===== src/rtl/pixel_hit_occupancy_counter_defines.svh =====
// assertion macros for the pixel hit occupancy counter
`ifndef PIXEL_HIT_OCCUPANCY_COUNTER_DEFINES_SVH
`define PIXEL_HIT_OCCUPANCY_COUNTER_DEFINES_SVH
// assert that an antecedent implies a consequent in the next cycle
`define PHOC_ASSERT_NEXT(lbl, ante, cons, msg) \
  lbl: assert property (@(posedge clk_i) disable iff (!rst_ni) (ante) |=> (cons)) \
    else $error(msg);
// assert that a condition holds in every cycle out of reset
`define PHOC_ASSERT_ALWAYS(lbl, cond, msg) \
  lbl: assert property (@(posedge clk_i) disable iff (!rst_ni) (cond)) else $error(msg);
`endif


===== src/rtl/phoc_pkg.sv =====
// shared types and constants of the pixel hit occupancy counter
package phoc_pkg;
  localparam int unsigned MaxColumns = 128;
  localparam int unsigned MaxRows    = 128;
  localparam int unsigned ColW  = $clog2(MaxColumns);
  localparam int unsigned RowW  = $clog2(MaxRows);
  localparam int unsigned AddrW = ColW + RowW;
  localparam int unsigned Pixels = MaxColumns * MaxRows;
  localparam int unsigned SizeW = 11;   // holds up to 2047

  localparam logic [1:0] CmdHit  = 2'd0;
  localparam logic [1:0] CmdEoe  = 2'd1;
  localparam logic [1:0] CmdRead = 2'd2;

  localparam logic [1:0] RegPitch = 2'd0;
  localparam logic [1:0] RegCols  = 2'd1;
  localparam logic [1:0] RegRows  = 2'd2;
  localparam logic [1:0] RegThr   = 2'd3;

  typedef struct packed {
    logic [1:0]         command;
    logic signed [23:0] hit_x;
    logic signed [23:0] hit_y;
    logic [31:0]        hit_energy;
    logic [6:0]         read_column;
    logic [6:0]         read_row;
  } in_word_t;

  typedef struct packed {
    logic        hit_accepted;
    logic [6:0]  hit_column;
    logic [6:0]  hit_row;
    logic [31:0] trigger_count;
    logic [31:0] events_seen;
  } out_word_t;

  typedef struct packed {
    logic [2:0]  index;
    logic [31:0] data;
  } cfg_word_t;

  // divider handshake
  typedef struct packed {
    logic        start;
    logic [42:0] dividend;
    logic [16:0] divisor;
  } div_req_t;

  typedef struct packed {
    logic        done;
    logic [42:0] quotient;
  } div_rsp_t;

  function automatic logic [31:0] sat_inc(input logic [31:0] a, input logic [31:0] b);
    logic [32:0] s;
    s = {1'b0, a} + {1'b0, b};
    return s[32] ? 32'hFFFF_FFFF : s[31:0];
  endfunction
endpackage


===== src/rtl/phoc_divider.sv =====
// restoring divider, one quotient bit per cycle
module phoc_divider import phoc_pkg::*; (
  input  logic     clk_i,
  input  logic     rst_ni,
  input  div_req_t req_i,
  output div_rsp_t rsp_o
);
  logic [42:0] quo_q, quo_d;
  logic [16:0] rem_q, rem_d, den_q, den_d;
  logic [5:0]  cnt_q, cnt_d;
  logic        busy_q, busy_d, done_q, done_d;
  logic [17:0] trial;

  always_comb begin
    quo_d = quo_q; rem_d = rem_q; den_d = den_q; cnt_d = cnt_q;
    busy_d = busy_q; done_d = 1'b0;
    trial = {rem_q, quo_q[42]} - {1'b0, den_q};
    if (req_i.start) begin
      quo_d = req_i.dividend; rem_d = '0; den_d = req_i.divisor;
      cnt_d = 6'd43; busy_d = 1'b1;
    end else if (busy_q) begin
      if (!trial[17]) begin
        rem_d = trial[16:0];
        quo_d = {quo_q[41:0], 1'b1};
      end else begin
        rem_d = {rem_q[15:0], quo_q[42]};
        quo_d = {quo_q[41:0], 1'b0};
      end
      cnt_d = cnt_q - 6'd1;
      if (cnt_q == 6'd1) begin
        busy_d = 1'b0; done_d = 1'b1;
      end
    end
  end

  always_ff @(posedge clk_i or negedge rst_ni) begin
    if (!rst_ni) begin
      busy_q <= 1'b0; done_q <= 1'b0; cnt_q <= '0;
    end else begin
      busy_q <= busy_d; done_q <= done_d; cnt_q <= cnt_d;
    end
  end
  always_ff @(posedge clk_i) begin
    quo_q <= quo_d; rem_q <= rem_d; den_q <= den_d;
  end

  assign rsp_o.done = done_q;
  assign rsp_o.quotient = quo_q;
endmodule


===== config.mk =====
export PLATFORM = sky130hd
export DESIGN_NAME = phoc_divider
export DESIGN_NICKNAME = d
export VERILOG_FILES = /design/src/rtl/pixel_hit_occupancy_counter_defines.svh /design/src/rtl/phoc_pkg.sv /design/src/rtl/phoc_divider.sv
export SDC_FILE = /design/constraint.sdc
export NUM_CORES = 1
export LEC_CHECK = 0
export ABC_AREA = 1
export BUFFER_PORTS_ARGS = -buffer_cell sky130_fd_sc_hd__buf_2
export CORE_MARGIN = 2
export CORE_UTILIZATION = 55
export CTS_CLUSTER_SIZE = 30
export DETAILED_ROUTE_END_ITERATION = 12
export HOLD_SLACK_MARGIN = 0.06
export PLACE_DENSITY_LB_ADDON = 0.15
export SETUP_SLACK_MARGIN = 0.05
export SLEW_MARGIN = 5
export SYNTH_ARGS = -nofsm -noshare
export SYNTH_HDL_FRONTEND = slang
export SYNTH_SLANG_ARGS = --single-unit

===== constraint.sdc =====
create_clock -name clk_i -period 2.8 [get_ports clk_i]
set_clock_uncertainty 0.2 [all_clocks]
set_input_delay 0.56 -clock clk_i [delete_from_list [all_inputs] [get_ports clk_i]]
set_output_delay 0.56 -clock clk_i [all_outputs]
set_load 0.01 [all_outputs]

==> flow_metrics.py, run 1 <==
metrics = {
    "layout": {
        "finalNetCount": 785,
        "drive_gt1_frac": 0.2461,
        "syn2layout_area_growth_pct": 17.30,
        "n_antenna_cell": 0,
    },
    "global_routing": {
        "grt_pass1_wl_microns": 18490,
        "grt_use_met3": 0.05727,
        "grt_use_met2": 0.3735,
        "grt_usage": 0.2392,
        "grt_pass1_vias": 4078,
        "use_met1": 0.3267,
        "gr-total-overflow": 0,
        "antenna_found_initial": 0,
        "grt_max_degree": 46,
        "top_usage_layer": "met2",
    },
    "worst_setup_path": {
        "startpoint_type": "flop",
        "worstPathCellList": "inv_1, ha_1, nand2_1, nor2_1, nand2_1, nand2_1, nor2_4, nand2_4, nand2_4, nand2_4, nand2_1, nand3_1, nand2_1",
        "cpMostUsedCell": "nand2_1",
        "path_class": "flop to flop",
        "critPathBufInv": 1,
        "crit_path_top_delay_cell": "ha_1",
        "cp_data_arrival_time_ns": 2.51,
        "path_max_fanout": 15,
        "worstSetupEndpointType": "flop",
        "worst_path_largest_cell_delay_ns": 0.39,
        "worstPathRequired_ns": 2.85,
        "critical_path.top_delay_family": "simple AND/OR/NAND/NOR gates",
    },
    "route": {
        "wirelength_microns": 10840,
        "wl_per_cell_microns": 13.30,
        "via_per_inst": 4.980,
        "dr.pass1.iters": 5,
        "drc": 0,
        "num_vias": 4059,
        "drt_iter0_drc": 264,
        "drtAntennaViolNets": 0,
    },
    "clock_network": {
        "cts.sinks": 85,
        "cts_resized": 0,
        "clkTransAtPathRegs_ns": 0.09,
        "cts_buffer_depth": 2,
        "cts_buffers": 9,
        "cts-root-buf": "clkbuf_8",
        "insertion_delay_ns": 0.35,
        "ctsHoldBuffers": 1,
        "cts_setup_buffers": 0,
        "htree_levels": 3,
        "cts_tree": "built",
    },
    "placement": {
        "place.gp.congestion": 0.9525,
        "dp_hpwl_microns": 8042,
        "port_buffers": 106,
    },
    "die": {
        "die_area_sq_mm": 0.009566,
        "die_w_microns": 97.81,
        "core_sq_mm": 0.008636,
        "io_pins": 107,
        "rows": 34,
        "initial_core_util": 0.5604,
        "die_h_microns": 97.81,
    },
    "timing": {
        "slew_headroom": 0.7133,
        "slew_violations": 0,
        "setup_viol": 0,
        "worst_pin_slew_ns": 0.4301,
        "final-hold-violation-count": 0,
        "fin_tns_setup_ns": 0,
        "period_needed_ns": 2.457,
        "final.period_utilization": 0.8774,
        "rsz0062_at_grt": "no",
        "fmax_ghz": 0.4071,
    },
    "synth": {
        "async_flop_share": 0.09412,
        "synth_top_flop_cell": "edfxtp_1",
        "yosys_warnings": 0,
        "yosysSeqAreaShare": 0.4840,
        "yosysMostFrequentCell": "nand2_1",
        "yosysTopAreaCell": "edfxtp_1",
        "synth-edff-count": 60,
        "syn_avg_cell_area_sq_um": 8.175,
        "synth_seq_cells": 85,
        "netlist_instances": 592,
        "synth.area.top_cells": "edfxtp_1, nand2_1, dfxtp_1",
        "synth_area_sq_mm": 0.004840,
        "synth.distinct_cells": 34,
        "synth_top_cell_area_share": 0.3723,
        "synth_nets": 675,
        "ys_top_cells_by_count": "nand2_1, inv_1, edfxtp_1",
    },
    "hold_path": {
        "hold_path.class": "input port to flop",
    },
    "power_and_ir_drop": {
        "power.density_mw_per_mm2": 722.6,
        "p_leak_uw": 0.003104,
        "total_power_uw": 4102,
        "peakVddDrop_v": 0.0003473,
    },
    "flow_run": {
        "maxCapViolations": 0,
    },
    "run_status": {
        "run_status": "complete, no violations",
    },
}
cell usage in the layout (no fill, tap or decap), types with 2 or more instances in the layout:
cell        synthesis  routed
a21oi_1            13      13
dfrtp_1             8       8
inv_6               0       2
dfxtp_1            17      17
clkbuf_8            0       9
o21bai_1            2       2
inv_2               5       5
clkinv_1            1       2
nor2_2              2       2
o21ai_0             6       6
nor2_1             16      16
nor3_1              6       6
nand2_4            14      14
buf_2               3     106
xnor2_1             5       5
nand3_1            41      41
nand3_2            11      11
nand3b_1            2       2
xor2_1              3       3
clkinvlp_4          0       3
nand2_2             9       9
ha_1               19      19
inv_1              79      79
buf_4               1       7
nand4_1             2       2
edfxtp_1           60      60
nand2_1           247     247
final timing paths:
check | startpoint | to | slack (ns) | depth (start not counted)
worst min-delay path | req_i[3] | den_q[3] | 0.17 | 1
worst min register to register | rem_q[3] | rem_q[3] | 0.28 | 2
worst max-delay path | den_q[15] | rem_q[16] | 0.34 | 13
min in group asynchronous | rst_ni | cnt_q[0] | 0.38 | 2
max in group asynchronous | rst_ni | busy_q | 1.86 | 2
worst max register to register | den_q[15] | rem_q[16] | 0.34 | 13
cells by family after synthesis:
logic type | Yosys count | synth area share
and+or+nand+nor | 355 | 0.3397
buffers and inverters | 101 | 0.08325
xor gates and xnor gates | 8 | 0.01448
adders and majority gates | 20 | 0.05326
AOI/OAI and AO/OA | 23 | 0.02533
DFF | 85 | 0.4840
metrics by stage:
stage | instances | area [sq um] | worst slack (ns) | util | hold slack [ns]
global route | 815 | 5677 | 0.1435 | 0.6573 | 0.1608
CTS | 815 | 5677 | 0.3604 | 0.6573 | 0.1600
detailed placement | 798 | 5494 | 0.3613 | 0.6362 | 0.2083
finish | 815 | 5677 | 0.3433 | 0.6573 | 0.1737
floorplan | 592 | 4840 | 0.2058 | - | 0.06441
global placement | 798 | 5494 | 0.4413 | 0.6362 | 0.2139
final cells by class:
class	count	area, sq um
clock buffers	9	123.9
fillers	769	2959
well taps	108	135.1
multi-input cells	406	2095
clock inverters	7	48.80
repair buffers	115	613.1
inverters	85	319.1
flip-flops and latches	85	2342
power breakdown:
part	internal [uW]	switching [uW]	total [uW]
registers	1530	113	1640
clock network	324	469	793
logic	607	1060	1670
total	2460	1650	4100
registers in the layout, summed over array words and instances (netlist names):
name / count
busy_q: 1
quo_q: 43
cnt_q: 6
rem_q: 17
done_q: 1
den_q: 17
per-layer routing:
layer,vias to the layer above,part of all wire
li1,2075,-
met3,17,0.072
met2,131,0.46
met4,0,0.015
met1,1836,0.45
met5,-,0
Note: power is estimated with default switching activity, not from simulation.
==> inputs of run 2 (changes only) <==
--- a/config.mk
+++ b/config.mk
@@ -8,7 +8,8 @@
 export ABC_AREA = 1
 export BUFFER_PORTS_ARGS = -buffer_cell sky130_fd_sc_hd__buf_2
 export CORE_MARGIN = 2
-export CORE_UTILIZATION = 55
+export CORE_UTILIZATION = 57
+export CTS_BUF_LIST = sky130_fd_sc_hd__clkbuf_4 sky130_fd_sc_hd__clkbuf_8
 export CTS_CLUSTER_SIZE = 30
 export DETAILED_ROUTE_END_ITERATION = 12
 export HOLD_SLACK_MARGIN = 0.06
==> run 2 against run 1 <==
Net effect:
- die area decreased by 3.4%
- setup slack got worse by 0.024 ns
- first-iteration DRC count decreased by 7.2%
- utilization increased by 3.9 points
- final cell count decreased by 0.49%
- combinational power about the same
- highest routed layer unchanged
==> flow_metrics.py, run 2 (synthesis gave the netlist of run 1 again) <==
metrics = {
    "run_status": {
        "run_status": "complete, no violations",
    },
    "flow_run": {
        "maxCapViolations": 0,
    },
    "global_routing": {
        "gr-total-overflow": 0,
        "grt_pass1_wl_microns": 18080,
        "grt_usage": 0.2567,
        "grt_max_degree": 58,
        "grt_pass1_vias": 4062,
        "antenna_found_initial": 0,
    },
    "placement": {
        "place.gp.congestion": 1.036,
        "port_buffers": 106,
        "place_area_sq_mm": 0.005495,
        "dp_hpwl_microns": 8171,
        "dp.cells": 794,
    },
    "timing": {
        "period_needed_ns": 2.481,
        "fmax_ghz": 0.4031,
        "final-hold-violation-count": 0,
        "worst_pin_slew_ns": 0.4476,
        "whs_ns": 0.1668,
        "slew_violations": 0,
        "setup_viol": 0,
        "rsz0062_at_grt": "no",
        "slew_headroom": 0.6985,
        "fin_tns_setup_ns": 0,
        "final.period_utilization": 0.8860,
    },
    "clock_network": {
        "clkTransAtPathRegs_ns": 0.10,
        "htree_levels": 3,
        "cts_tree": "built",
        "insertion_delay_ns": 0.37,
        "cts_setup_buffers": 0,
        "cts.sinks": 85,
        "cts-root-buf": "clkbuf_8",
        "cts_buffer_depth": 2,
        "cts_buffers": 9,
    },
    "layout": {
        "multi_input_area_sq_mm": 0.002095,
        "syn2layout_area_growth_pct": 18.30,
        "seqCellArea_sq_mm": 0.002342,
        "final_area_sq_mm": 0.005725,
        "finalNetCount": 784,
        "layout.cells.most_common": "nand2_1",
        "final_cells": 811,
        "final_cell_mix": "nand2_1, buf_2, inv_1",
        "largest_reg_flops": 43,
        "n_antenna_cell": 0,
        "drive_gt1_frac": 0.2450,
        "largest_registers": "quo_q x43, den_q x17, rem_q x17",
        "largest-register": "quo_q",
        "fill_cells": 683,
    },
    "hold_path": {
        "hp-start": "req_i[12]",
        "hold-path-endpoint": "den_q[12]",
        "hold_path.class": "input port to flop",
        "hold_depth": 1,
    },
    "worst_setup_path": {
        "startpoint_type": "flop",
        "reg2reg_to": "rem_q[14]",
        "r2r.worst_path.cells": 15,
        "path_class": "flop to flop",
        "critPathBufInv": 2,
        "path_max_fanout": 3,
        "rrSetupSlack_ns": 0.32,
        "timing.rr.start": "quo_q[42]",
        "worst_path_largest_cell_delay_ns": 0.41,
        "worstPathRequired_ns": 2.87,
        "cp_data_arrival_time_ns": 2.55,
        "crit_path_top_delay_cell": "fa_1",
        "cpMostUsedCell": "nand2_1",
        "worstPathCellList": "inv_1, ha_1, fa_1, inv_1, nand2_1, nand2_1, nand2_1, o21bai_1, nand3_1, nand2_1, nand2_1, nand2_1, nand2_4, nand3_2, nand2_1",
        "critical_path.top_delay_family": "simple AND/OR/NAND/NOR gates",
        "worstSetupEndpointType": "flop",
    },
    "route": {
        "drt_iter0_drc": 245,
        "wirelength_microns": 11230,
        "via_per_inst": 5.041,
        "num_vias": 4088,
        "drc": 0,
        "dr.pass1.iters": 4,
        "drtAntennaViolNets": 0,
        "wl_per_cell_microns": 13.85,
    },
    "die": {
        "die_w_microns": 96.15,
        "io_pins": 107,
        "die_h_microns": 96.15,
        "initial_core_util": 0.5890,
        "core_sq_mm": 0.008217,
        "rows": 33,
        "die_area_sq_mm": 0.009244,
    },
    "power_and_ir_drop": {
        "p_leak_uw": 0.003128,
        "peakVddDrop_v": 0.0003374,
        "power.density_mw_per_mm2": 750.7,
    },
}
==> run 2: cell count changes in the layout (fill, tap and decap cells not counted) <==
cell and delta:
buf_12 +1, buf_4 -2, bufinv_16 +2, clkinv_2 -1, clkinvlp_4 -1
==> run 2: timing repair <==
item	in CTS	in global routing
hold endpoints to repair	8	0
gates resized for setup	0	0
hold buffers	1	0
==> run 2: worst reg2reg max path, stage by stage, from the launching register on <==
cell      delay [ns]
edfxtp_1        0.37
inv_1           0.07
ha_1            0.24
fa_1            0.41
inv_1           0.07
nand2_1         0.04
nand2_1         0.07
nand2_1         0.08
o21bai_1        0.30
nand3_1         0.15
nand2_1         0.09
nand2_1         0.05
nand2_1         0.10
nand2_4         0.05
nand3_2         0.06
nand2_1         0.04
==> run 2: metal layers <==
layer | vias to the layer above | track usage | wire (microns)
met5 | - | 0 | 0
met1 | 1861 | 0.3225 | 4835
met3 | 16 | 0.06813 | 804
li1 | 2079 | - | -
met2 | 132 | 0.4236 | 5367
met4 | 0 | 0.09762 | 225
==> run 2: worst max-delay path by stage <==
stage / cells past startpoint / from / end
after global routing: 15 / quo_q[42] / rem_q[14]
final: 15 / quo_q[42] / rem_q[14]
after detailed placement: 15 / quo_q[42] / rem_q[14]
after CTS: 15 / quo_q[42] / rem_q[14]
after global placement: 15 / quo_q[42] / rem_q[14]
after floorplan: 4 / req_i[60] / quo_q[0]
==> run 2: area by class of cell <==
class | instances | area share
multi-input combinational | 406 | 0.3658
tap | 105 | 0.02295
sequential | 85 | 0.4091
inverter | 85 | 0.05573
clock inverter | 7 | 0.01683
clock buffer | 9 | 0.02163
timing repair buffer | 114 | 0.1080
==> run 2: power by group <==
| group | internal (uW) | switching, uW | total [uW] |
|---|---|---|---|
| Sequential | 1530 | 119 | 1640 |
| Combinational | 608 | 1050 | 1660 |
| Clock | 506 | 485 | 991 |
==> run 2: stage by stage <==
stage / total power (uW) / worst slack (ns) / util
floorplan: 2943 / 0.2058 / -
global placement: 3270 / 0.4404 / 0.6688
detailed placement: 3312 / 0.3257 / 0.6688
CTS: 4302 / 0.3284 / 0.6968
global route: 4568 / 0.1308 / 0.6968
finish: 4298 / 0.3192 / 0.6968
